## src/rtl/core/sfpd_pkg.sv

```systemverilog
`timescale 1ns / 1ps

package sfpd_pkg;

  // Stream commands carried in tuser of the input channel
  localparam logic [1:0] CMD_DATA  = 2'd0;
  localparam logic [1:0] CMD_ABORT = 2'd1;
  localparam logic [1:0] CMD_CLEAR = 2'd2;

  // Configuration register indexes
  localparam logic [1:0] REG_START_LEN = 2'd0;
  localparam logic [1:0] REG_END_LEN   = 2'd1;
  localparam logic [1:0] REG_WORDS     = 2'd2;
  localparam logic [1:0] REG_MAX_JUMP  = 2'd3;

  localparam int unsigned CFG_W   = 31;
  localparam int unsigned CNT_W   = 32;
  localparam int unsigned OUT_W   = 8 + 8 * CNT_W;

  localparam logic [5:0]  START_LEN_RST = 6'd16;
  localparam logic [5:0]  END_LEN_RST   = 6'd8;
  localparam logic [9:0]  WORDS_RST     = 10'd180;
  localparam logic [30:0] MAX_JUMP_RST  = 31'd200000;

  localparam logic [7:0]  MARKER_BYTE   = 8'hFF;

  typedef enum logic [2:0] {
    PH_HUNT  = 3'd0,
    PH_SEQA  = 3'd1,
    PH_SEQB  = 3'd2,
    PH_LANEA = 3'd3,
    PH_LANEB = 3'd4,
    PH_ENDM  = 3'd5
  } phase_e;

  // A marker length of zero behaves as one
  function automatic logic [5:0] eff_len(input logic [5:0] len);
    eff_len = (len == 6'd0) ? 6'd1 : len;
  endfunction

endpackage

```

## src/rtl/core/sync_framed_packet_deframer.sv

```systemverilog
`timescale 1ns / 1ps

// Framed packet deframer.
// Input channel (s_axis_*): one word per stream byte; tdata carries the byte,
// tuser the command (data byte, abort to hunting, clear counters).
// Output channel (m_axis_*): exactly one word per input word, in order. tuser
// flags whether the byte is lane payload and which lane; tdata carries the lane
// byte (zero otherwise), the seven statistics counters after this word and the last sequence A.
// Configuration: cfg_we_i writes cfg_wdata_i into register cfg_idx_i at the
// clock edge (start marker length, end marker length, words per packet,
// largest trusted sequence jump); write only while the block is idle.
// Each accepted word is registered in the input register and then in the result register.
// Throughput: one word per cycle while the receiver is ready; the input register
// feeds the phase and counter update logic that loads the result register directly.
// When the receiver stalls, the result register holds, the input register
// fills, and s_axis_tready drops; nothing is lost.
// Reset clears phase, counters and sequence state and loads the register
// defaults; the block is ready to accept a word straight out of reset.
module sync_framed_packet_deframer #(
  parameter int unsigned LANE_BYTES = 4
) (
  input  logic                      clk_i,
  input  logic                      rst_ni,
  input  logic                      s_axis_tvalid,
  output logic                      s_axis_tready,
  input  logic [7:0]                s_axis_tdata,   // [7:0] in_byte
  input  logic [1:0]                s_axis_tuser,   // [1:0] cmd
  output logic                      m_axis_tvalid,
  input  logic                      m_axis_tready,
  // [7:0] lane_byte, [39:8] sync_count, [71:40] search_count,
  // [103:72] word_count, [135:104] good_packet_count,
  // [167:136] lost_packet_count, [199:168] mismatch_count,
  // [231:200] end_error_count, [263:232] last_seq_a
  output logic [sfpd_pkg::OUT_W-1:0] m_axis_tdata,
  output logic [1:0]                m_axis_tuser,   // [0] lane_valid, [1] lane_select
  input  logic                      cfg_we_i,
  input  logic [1:0]                cfg_idx_i,
  input  logic [sfpd_pkg::CFG_W-1:0] cfg_wdata_i
);
  import sfpd_pkg::*;

  localparam int unsigned LbW = (LANE_BYTES > 1) ? $clog2(LANE_BYTES) : 1;
  localparam logic [LbW-1:0] LANE_LAST = LbW'(LANE_BYTES - 1);

  // Configuration registers
  logic [5:0]  start_len_q, end_len_q;
  logic [9:0]  words_q;
  logic [30:0] max_jump_q;

  always_ff @(posedge clk_i or negedge rst_ni) begin
    if (!rst_ni) begin
      start_len_q <= START_LEN_RST;
      end_len_q   <= END_LEN_RST;
      words_q     <= WORDS_RST;
      max_jump_q  <= MAX_JUMP_RST;
    end else if (cfg_we_i) begin
      unique case (cfg_idx_i)
        REG_START_LEN: start_len_q <= cfg_wdata_i[5:0];
        REG_END_LEN:   end_len_q   <= cfg_wdata_i[5:0];
        REG_WORDS:     words_q     <= cfg_wdata_i[9:0];
        REG_MAX_JUMP:  max_jump_q  <= cfg_wdata_i;
        default: ;
      endcase
    end
  end

  // Input register
  logic       in_valid_q;
  logic [1:0] cmd_q;
  logic [7:0] byte_q;
  logic       out_valid_q;
  logic       adv;
  logic       proc;

  assign adv           = !out_valid_q || m_axis_tready;
  assign proc          = in_valid_q && adv;
  assign s_axis_tready = !in_valid_q || adv;

  always_ff @(posedge clk_i or negedge rst_ni) begin
    if (!rst_ni) begin
      in_valid_q <= 1'b0;
    end else if (s_axis_tready) begin
      in_valid_q <= s_axis_tvalid;
    end
  end

  always_ff @(posedge clk_i) begin
    if (s_axis_tvalid && s_axis_tready) begin
      cmd_q  <= s_axis_tuser;
      byte_q <= s_axis_tdata;
    end
  end

  // Deframer state; counters double as the result register
  phase_e          phase_q, phase_d;
  logic [5:0]      marker_run_q, marker_run_d;
  logic [LbW-1:0]  lane_idx_q, lane_idx_d;
  logic [9:0]      word_idx_q, word_idx_d;
  logic [31:0]     seq_a_q, seq_a_d, seq_b_q, seq_b_d, prev_q, prev_d;
  logic [31:0]     sync_cnt_q, sync_cnt_d, search_cnt_q, search_cnt_d;
  logic [31:0]     word_cnt_q, word_cnt_d, good_cnt_q, good_cnt_d;
  logic [31:0]     lost_cnt_q, lost_cnt_d, mism_cnt_q, mism_cnt_d;
  logic [31:0]     enderr_cnt_q, enderr_cnt_d;
  logic            lane_valid_q, lane_valid_d, lane_sel_q, lane_sel_d;
  logic [7:0]      lane_byte_q, lane_byte_d;

  logic [31:0] jump;
  logic [31:0] lost_inc;
  logic [5:0]  run_inc;
  logic [9:0]  word_inc;

  always_comb begin
    jump = seq_a_q - prev_q;
    if (jump[31] || (jump[30:0] > max_jump_q)) begin
      lost_inc = 32'd1;
    end else if (jump == 32'd0) begin
      lost_inc = 32'd0;
    end else begin
      lost_inc = jump - 32'd1;
    end
  end

  assign run_inc  = marker_run_q + 6'd1;
  assign word_inc = word_idx_q + 10'd1;

  always_comb begin
    phase_d      = phase_q;
    marker_run_d = marker_run_q;
    lane_idx_d   = lane_idx_q;
    word_idx_d   = word_idx_q;
    seq_a_d      = seq_a_q;
    seq_b_d      = seq_b_q;
    prev_d       = prev_q;
    sync_cnt_d   = sync_cnt_q;
    search_cnt_d = search_cnt_q;
    word_cnt_d   = word_cnt_q;
    good_cnt_d   = good_cnt_q;
    lost_cnt_d   = lost_cnt_q;
    mism_cnt_d   = mism_cnt_q;
    enderr_cnt_d = enderr_cnt_q;
    lane_valid_d = 1'b0;
    lane_sel_d   = 1'b0;
    lane_byte_d  = 8'd0;

    unique case (cmd_q)
      CMD_ABORT: begin
        phase_d      = PH_HUNT;
        marker_run_d = 6'd0;
        lane_idx_d   = '0;
      end
      CMD_CLEAR: begin
        sync_cnt_d   = 32'd0;
        search_cnt_d = 32'd0;
        word_cnt_d   = 32'd0;
        good_cnt_d   = 32'd0;
        lost_cnt_d   = 32'd0;
        mism_cnt_d   = 32'd0;
        enderr_cnt_d = 32'd0;
        prev_d       = 32'd0;
      end
      CMD_DATA: begin
        unique case (phase_q)
          PH_SEQA: begin
            seq_a_d      = {seq_a_q[23:0], byte_q};
            marker_run_d = run_inc;
            if (marker_run_q >= 6'd3) begin
              phase_d      = PH_SEQB;
              marker_run_d = 6'd0;
            end
          end
          PH_SEQB: begin
            seq_b_d      = {seq_b_q[23:0], byte_q};
            marker_run_d = run_inc;
            if (marker_run_q >= 6'd3) begin
              // close the header: lost and mismatch accounting
              lost_cnt_d   = lost_cnt_q + lost_inc;
              prev_d       = seq_a_q;
              if (seq_a_q != {seq_b_q[23:0], byte_q}) begin
                mism_cnt_d = mism_cnt_q + 32'd1;
              end
              phase_d      = PH_LANEA;
              marker_run_d = 6'd0;
              lane_idx_d   = '0;
              word_idx_d   = 10'd0;
            end
          end
          PH_LANEA: begin
            lane_valid_d = 1'b1;
            lane_byte_d  = byte_q;
            lane_idx_d   = lane_idx_q + LbW'(1);
            if (lane_idx_q == LANE_LAST) begin
              phase_d    = PH_LANEB;
              lane_idx_d = '0;
            end
          end
          PH_LANEB: begin
            lane_valid_d = 1'b1;
            lane_sel_d   = 1'b1;
            lane_byte_d  = byte_q;
            lane_idx_d   = lane_idx_q + LbW'(1);
            if (lane_idx_q == LANE_LAST) begin
              lane_idx_d = '0;
              word_cnt_d = word_cnt_q + 32'd1;
              word_idx_d = word_inc;
              if (word_inc == words_q) begin
                phase_d      = PH_ENDM;
                marker_run_d = 6'd0;
              end else begin
                phase_d = PH_LANEA;
              end
            end
          end
          PH_ENDM: begin
            if (byte_q == MARKER_BYTE) begin
              marker_run_d = run_inc;
              if (run_inc == eff_len(end_len_q)) begin
                good_cnt_d   = good_cnt_q + 32'd1;
                phase_d      = PH_HUNT;
                marker_run_d = 6'd0;
              end
            end else begin
              // bad end byte: count it, then rescan it as a hunting byte
              enderr_cnt_d = enderr_cnt_q + 32'd1;
              search_cnt_d = search_cnt_q + 32'd1;
              phase_d      = PH_HUNT;
              marker_run_d = 6'd0;
            end
          end
          default: begin
            phase_d = PH_HUNT;
            if (byte_q == MARKER_BYTE) begin
              marker_run_d = run_inc;
              if (run_inc == eff_len(start_len_q)) begin
                sync_cnt_d   = sync_cnt_q + 32'd1;
                phase_d      = PH_SEQA;
                marker_run_d = 6'd0;
              end
            end else begin
              search_cnt_d = search_cnt_q + 32'd1;
              marker_run_d = 6'd0;
            end
          end
        endcase
      end
      default: ;
    endcase
  end

  always_ff @(posedge clk_i or negedge rst_ni) begin
    if (!rst_ni) begin
      out_valid_q  <= 1'b0;
      phase_q      <= PH_HUNT;
      marker_run_q <= 6'd0;
      lane_idx_q   <= '0;
      word_idx_q   <= 10'd0;
      seq_a_q      <= 32'd0;
      seq_b_q      <= 32'd0;
      prev_q       <= 32'd0;
      sync_cnt_q   <= 32'd0;
      search_cnt_q <= 32'd0;
      word_cnt_q   <= 32'd0;
      good_cnt_q   <= 32'd0;
      lost_cnt_q   <= 32'd0;
      mism_cnt_q   <= 32'd0;
      enderr_cnt_q <= 32'd0;
      lane_valid_q <= 1'b0;
      lane_sel_q   <= 1'b0;
      lane_byte_q  <= 8'd0;
    end else begin
      if (adv) begin
        out_valid_q <= in_valid_q;
      end
      if (proc) begin
        phase_q      <= phase_d;
        marker_run_q <= marker_run_d;
        lane_idx_q   <= lane_idx_d;
        word_idx_q   <= word_idx_d;
        seq_a_q      <= seq_a_d;
        seq_b_q      <= seq_b_d;
        prev_q       <= prev_d;
        sync_cnt_q   <= sync_cnt_d;
        search_cnt_q <= search_cnt_d;
        word_cnt_q   <= word_cnt_d;
        good_cnt_q   <= good_cnt_d;
        lost_cnt_q   <= lost_cnt_d;
        mism_cnt_q   <= mism_cnt_d;
        enderr_cnt_q <= enderr_cnt_d;
        lane_valid_q <= lane_valid_d;
        lane_sel_q   <= lane_sel_d;
        lane_byte_q  <= lane_byte_d;
      end
    end
  end

  assign m_axis_tvalid = out_valid_q;
  assign m_axis_tuser  = {lane_sel_q, lane_valid_q};
  assign m_axis_tdata  = {prev_q, enderr_cnt_q, mism_cnt_q, lost_cnt_q,
                          good_cnt_q, word_cnt_q, search_cnt_q, sync_cnt_q,
                          lane_byte_q};

  a_clear_zeroes: assert property (@(posedge clk_i) disable iff (!rst_ni)
    proc && (cmd_q == CMD_CLEAR) |=>
      (sync_cnt_q == 32'd0) && (search_cnt_q == 32'd0) && (word_cnt_q == 32'd0) &&
      (good_cnt_q == 32'd0) && (lost_cnt_q == 32'd0) && (mism_cnt_q == 32'd0) &&
      (enderr_cnt_q == 32'd0) && (prev_q == 32'd0))
    else $error("clear command left a counter nonzero");

  a_abort_hunts: assert property (@(posedge clk_i) disable iff (!rst_ni)
    proc && (cmd_q == CMD_ABORT) |=> (phase_q == PH_HUNT) && (marker_run_q == 6'd0))
    else $error("abort did not return to hunting");

  a_idle_fields: assert property (@(posedge clk_i) disable iff (!rst_ni)
    !lane_valid_q |-> !lane_sel_q && (lane_byte_q == 8'd0))
    else $error("lane fields set without payload");

  a_word_only_laneb: assert property (@(posedge clk_i) disable iff (!rst_ni)
    proc && (cmd_q == CMD_DATA) && (phase_q != PH_LANEB) |=>
      word_cnt_q == $past(word_cnt_q))
    else $error("word count moved outside lane B");

  a_hold_state: assert property (@(posedge clk_i) disable iff (!rst_ni)
    !proc |=> $stable(phase_q) && $stable(sync_cnt_q) && $stable(lane_byte_q))
    else $error("state changed without a word being processed");

endmodule
```

## config.mk

```make
export PLATFORM = sky130hd
export DESIGN_NAME = sync_framed_packet_deframer
export DESIGN_NICKNAME = d
export VERILOG_FILES = /design/src/rtl/core/sfpd_pkg.sv /design/src/rtl/core/sync_framed_packet_deframer.sv
export SDC_FILE = /design/constraint.sdc
export NUM_CORES = 1
export LEC_CHECK = 0
export BUFFER_PORTS_ARGS = -buffer_cell sky130_fd_sc_hd__buf_2
export CAP_MARGIN = 0
export CORE_UTILIZATION = 55
export DETAILED_ROUTE_END_ITERATION = 12
export PLACE_DENSITY = 0.77
export SLEW_MARGIN = 20
export SYNTH_ARGS = -nofsm -noshare
export SYNTH_HDL_FRONTEND = slang
export SYNTH_SLANG_ARGS = --single-unit
```

## constraint.sdc

```tcl
create_clock -name clk_i -period 19.2 [get_ports clk_i]
set_clock_uncertainty 0.2 [all_clocks]
set_input_delay 3.84 -clock clk_i [delete_from_list [all_inputs] [get_ports clk_i]]
set_output_delay 3.84 -clock clk_i [all_outputs]
set_load 0.01 [all_outputs]
```

---- Word-level counts from Yosys, hierarchy flattened ----
Cells that the tools add are included.
storage, ports and cells
  word-level logic and storage cells ...... 177
  output and inout port bits .............. 268
  bits in registers ....................... 408
  bits of input ports ..................... 48
operators by class
  equal/unequal tests ..................... 38
  $add $sub $neg .......................... 12
  order comparisons ....................... 2
  reduce and logical (&&, ||, !) cells .... 36
  muxes and demuxes ....................... 64
operators by type and width
  kind                                                                  count
  32-bit two-way mux                                                    21
  32-bit one-hot mux with 2 select lines                                8
  32-bit by 1-bit adder with 32-bit output, second input constant       6
  6-bit two-way mux                                                     9
  32-bit adder                                                          1
  32-bit zero test                                                      1
  32-bit != test                                                        1
  32-bit by 1-bit subtractor with 32-bit output, second input constant  1
  32-bit subtractor                                                     1
  31-bit greater-than comparator                                        1
  2-bit != test, second input constant                                  15
  5-bit AND reduction                                                   5
  6-bit one-hot mux with 4 select lines                                 1
  3-bit two-way mux                                                     7
  10-bit two-way mux                                                    2
  10-bit one-hot mux with 2 select lines                                1
  4-bit AND reduction                                                   5
  3-bit != test, second input constant                                  6
  8-bit two-way mux                                                     2
  3-bit one-hot mux with 5 select lines                                 1
  6-bit == test                                                         2
  6-bit zero test                                                       2
  6-bit one-hot mux with 2 select lines                                 1
  10-bit by 1-bit adder with 10-bit output, second input constant       1
  other kinds (26)                                                      51

---- Depth between registers and ports, before layout ----
  word-level depth ........................ 8
  gate-level depth with buffers ........... 36
  gate-level depth less buffers ........... 36

---- Worst setup path before layout ----
OpenSTA, ideal clock, no wires.
  path type ............................... input to output
  start point ............................. input port m_axis_tready
  end point ............................... output port s_axis_tready
  path buffers ............................ 0
  data arrival time ....................... 4.049 ns
  stages .................................. 1
  setup slack ............................. 11.111 ns
  cell sequence ........................... nand3b_1
on the way
  word-level cells in the longest chain between the ends .. 2
ends and longest elaborated chain
  what              line                               text
  start, declared   sync_framed_packet_deframer.sv:29  input logic m_axis_tready,
  1-bit logical OR  sync_framed_packet_deframer.sv:75  assign adv = !out_valid_q || m_axis_tready;
  1-bit logical OR  sync_framed_packet_deframer.sv:77  assign s_axis_tready = !in_valid_q || adv;
  end, declared     sync_framed_packet_deframer.sv:25  output logic s_axis_tready,
Every way passes these cells.

---- Worst setup path in the final report ----
  start point ............................. register seq_a_q[0]
  end point ............................... register lost_cnt_q[31]
on the way
  word-level cells in the longest chain between the ends .. 8
  elaborated cells between the ends (all ways) .. 11
  classes of those cells .................. add/sub (3); order compare (1); mux (5); reduce/logical (2)
ends and longest elaborated chain
  what                                                                   line                                                                    text
  start, declared                                                        sync_framed_packet_deframer.sv:99                                       logic [31:0] seq_a_q, seq_a_d, seq_b_q, seq_b_d, prev_q, prev_d;
  start signal, assigned                                                 sync_framed_packet_deframer.sv:278                                      seq_a_q <= seq_a_d;
  32-bit subtractor *                                                    sync_framed_packet_deframer.sv:113                                      jump = seq_a_q - prev_q;
  32-bit by 1-bit subtractor with 32-bit output (tied with other cells)  sync_framed_packet_deframer.sv:119                                      lost_inc = jump - 32'd1;
  32-bit two-way mux or 1-bit logical OR (tied branches)                 sync_framed_packet_deframer.sv:116, sync_framed_packet_deframer.sv:114
  32-bit two-way mux *                                                   sync_framed_packet_deframer.sv:114                                      if (jump[31] || (jump[30:0] > max_jump_q)) begin
  32-bit adder *                                                         sync_framed_packet_deframer.sv:176                                      lost_cnt_d = lost_cnt_q + lost_inc;
  32-bit two-way mux *                                                   sync_framed_packet_deframer.sv:174                                      if (marker_run_q >= 6'd3) begin
  32-bit two-way mux *                                                   sync_framed_packet_deframer.sv:162                                      unique case (phase_q)
  32-bit one-hot mux with 2 select lines *                               sync_framed_packet_deframer.sv:145                                      unique case (cmd_q)
  end signal, assigned                                                   sync_framed_packet_deframer.sv:285                                      lost_cnt_q <= lost_cnt_d;
  end, declared                                                          sync_framed_packet_deframer.sv:102                                      logic [31:0] lost_cnt_q, lost_cnt_d, mism_cnt_q, mism_cnt_d;
Mark *: on every way between the ends. The rest lies on a longest branch, timed or not. The select of a mux whose other input is x is not followed.
A chain may end at the register's enable or synchronous reset.

==> metrics.cfg <==
[clock_tree]
post_cts_buffers = 0
cts_tree = done
clockBufferDepth = 3
htreeDepth = 2
cts_hold_buf = 0
cts_made_buffers = 44
clock-sinks = 408
cts_resized = 0
path_clk_slew_ns = 0.06
clock-root-buffer = clkbuf_16
clk_latency_ns = 0.59

[sta]
rsz0062_at_grt = no
slew_violations = 0
setup_viol = 0
layout_setup_ws_ns = 10.58
fin_crit_sh_pct = 44.9
fmax_mhz = 116
setup_tns_ns = 0
finalCriticalPeriod_ns = 8.62
max_slew_margin_pct = 32.5
timing.hold.ws_ns = 0.294
hold_viol_final = 0
tightestPinTransition_ns = 1.01

[drt]
vias_per_cell = 5.89
drc = 0
dr.first_iter.drc_count = 1685
drt-pass1-iter-count = 5
wl_per_cell_um = 19.1
wirelength_um = 64600
ant_nets = 0
vias = 19924

[die]
dieArea_um2 = 44000
fp.dieH_um = 210
ioPinCount = 316
core_um2 = 42200
die_x_um = 210
initial_utilization_pct = 56.2
row_count = 75

[pwr]
sw_frac_of_total_pct = 36.4
comb_power_share_pct = 35.7
ir_worst_vdd_mv = 0.0668
p_int_uw = 1780
seq_power_share_pct = 33.6
leakage_uw = 0.0136
p_per_area_nw_per_um2 = 103
clkPwrFrac_pct = 30.7
switchingPower_uw = 1020

[finish]
nFillCells = 3474
drive_above_1_share_pct = 20.5
area_delta_synth_final_pct = 14.8
final_area_um2 = 27200
nets = 2954

[synthesis]
yosys_warnings = 0
syn-cell-area_um2 = 23700
ys_async_sr_fraction_pct = 97.5
synthFlopType = dfrtp_1
synth-seq-area-share_pct = 43.3
synth_cells = 2516
syn_nets = 2667
avgSynthCellArea_um2 = 9.44
ys_seq_elements = 408
synth_cell_types = 99
synth_edf_count = 10

[global_route]
grt_pass1_wl_um = 103000
grt_overflow = 0
grt_usage_pct = 29.2
antenna_found_initial = 7
grt_max_degree = 113
grt_pass1_vias = 19528

[worst_setup_path]
critPathArrivalTime_ns = 8.87
crit_top_cell = inv_1
path_buf_inv = 4
regToRegEndpoint = lost_cnt_q[31]$_DFFE_PN0P_
critPathSlowestCell = a2111oi_1
path_max_fanout = 30
rr_startpoint = seq_a_q[0]$_DFFE_PN0P_
crit_path_end_kind = flip-flop
criticalPathCategory = reg2reg
path_delay_family = compound AO/OA/AOI/OAI gates
max_stage_delay_ns = 0.59
r2r_cells = 36
crit_required_ns = 19.45
start_kind = flip-flop
reg2reg_slack_ns = 10.58

[status]
status = finished clean

[placement]
dpl-instance-area_um2 = 25700
dp_hpwl_um = 47500
place_ws_ns = 10.79
place.gp.congestion = 0.959
port_buffers = 315

[hold_path]
hold_end = lane_valid_q$_DFFE_PN0P_
worstHoldStart = lane_valid_q$_DFFE_PN0P_
min_path_cells = 1
hold_class = reg2reg

[flow_run]
drv_cap = 0

worst max-delay path by stage:
stage                           start                          to  slack [ns]  cells after the start
6_report       seq_a_q[0]$_DFFE_PN0P_  lost_cnt_q[31]$_DFFE_PN0P_       10.58                     36
5_1_grt        seq_a_q[0]$_DFFE_PN0P_  lost_cnt_q[31]$_DFFE_PN0P_        9.96                     36
4_1_cts        seq_a_q[0]$_DFFE_PN0P_  lost_cnt_q[31]$_DFFE_PN0P_       10.74                     36
3_5_place_dp   seq_a_q[0]$_DFFE_PN0P_  lost_cnt_q[31]$_DFFE_PN0P_       10.79                     36
3_3_place_gp            m_axis_tready               s_axis_tready       10.90                      3
2_1_floorplan           m_axis_tready               s_axis_tready       11.11                      1
registers in the layout (all words and copies together), names as in the netlist, 10 cells and up:
signal and cells:
enderr_cnt_q 32, good_cnt_q 32, lost_cnt_q 32, max_jump_q 31, mism_cnt_q 32, prev_q 32, search_cnt_q 32, seq_a_q 32
seq_b_q 24, sync_cnt_q 32, word_cnt_q 32, word_idx_q 10, words_q 10
logic make-up (layout without fill, tap and decap cells):
kind of cell | after synthesis | after routing | synth area share [%]
xor gates and xnor gates | 289 | 289 | 11.1
muxes | 117 | 117 | 5.51
AOI/OAI and AO/OA | 442 | 442 | 11.8
adders and majority gates | 104 | 104 | 5.54
and+or+nand+nor | 956 | 956 | 19.3
other | 0 | 7 | 0
buffers and inverters | 200 | 521 | 3.40
DFF | 408 | 408 | 43.3
worst reg2reg max path: cells and delay by family (launching register included):
kind	cells	cell delay, ns
XOR/XNOR	2	0.34
AO/OA/AOI/OAI	18	4.24
AND/OR/NAND/NOR	8	1.76
flip-flops	1	0.40
buffers and inverters	4	0.33
adder cells (fa/ha/maj)	4	1.20
power groups by stage:
stage / Sequential (uW) / Clock [uW] / Combinational (uW)
after floorplan: 945 / 0 / 732
after global placement: 952 / 0 / 941
final: 939 / 859 / 1000
after detailed placement: 954 / 0 / 968
after global routing: 943 / 905 / 1090
after CTS: 938 / 873 / 979
stage by stage:
stage | util [%] | total power, uW | instances
final | 64.5 | 2800 | 3383
after global routing | 64.5 | 2940 | 3383
after CTS | 64.4 | 2790 | 3375
after detailed placement | 60.9 | 1920 | 3295
after global placement | 60.9 | 1890 | 3295
after floorplan | - | 1680 | 2516
cell usage after synthesis (12+ instances only):
cell type  count  share of area, %
dfrtp_1      386                41
nand2_1      276               4.4
nor2_1       268               4.2
xor2_1       164               6.0
o21ai_0      150               3.2
xnor2_1      116               4.3
inv_1        114               1.8
a21oi_1      111               2.3
mux2_2       110               5.2
ha_1         101               5.3
nand3_1       90               1.9
and3_1        60               1.6
clkbuf_1      59              0.93
nand4_1       46               1.2
nor3_1        43              0.91
or3_1         41               1.1
a21o_1        28              0.89
o31ai_1       18              0.57
nor4_1        17              0.45
a211oi_1      16              0.51
buf_2         16              0.34
and2_1        15              0.40
nand2b_1      15              0.40
nor2b_1       14              0.37
and4_1        13              0.48
nor2_2        13              0.34
dfstp_2       12               1.3
layer usage:
| metal | vias up | share of wire (%) | global-route usage, % |
|---|---|---|---|
| met3 | 137 | 6.0 | 5.36 |
| met5 | - | 0 | 0 |
| li1 | 9342 | - | - |
| met1 | 9778 | 43 | 39.3 |
| met4 | 0 | 3.6 | 11.8 |
| met2 | 667 | 47 | 46.6 |
area by class of cell:
class,count,area (um^2),area share [%]
multi-input cells,1908,12700,46.6
flip-flops and latches,408,10300,37.7
repair buffers,326,1700,6.23
clock buffers,61,1270,4.65
well taps,539,674,2.47
inverters,115,432,1.58
clock inverters,19,200,0.735
diodes,7,17.5,0.0643
cells in the final DEF (no fill, tap or decap), drive strengths merged, types with 110 or more instances in the layout:
master / count
a21oi: 112
buf: 326
dfrtp: 386
inv: 116
mux2: 110
nand2: 276
nor2: 281
o21ai: 159
xnor2: 120
xor2: 164
(Power assumes the default switching activity.)
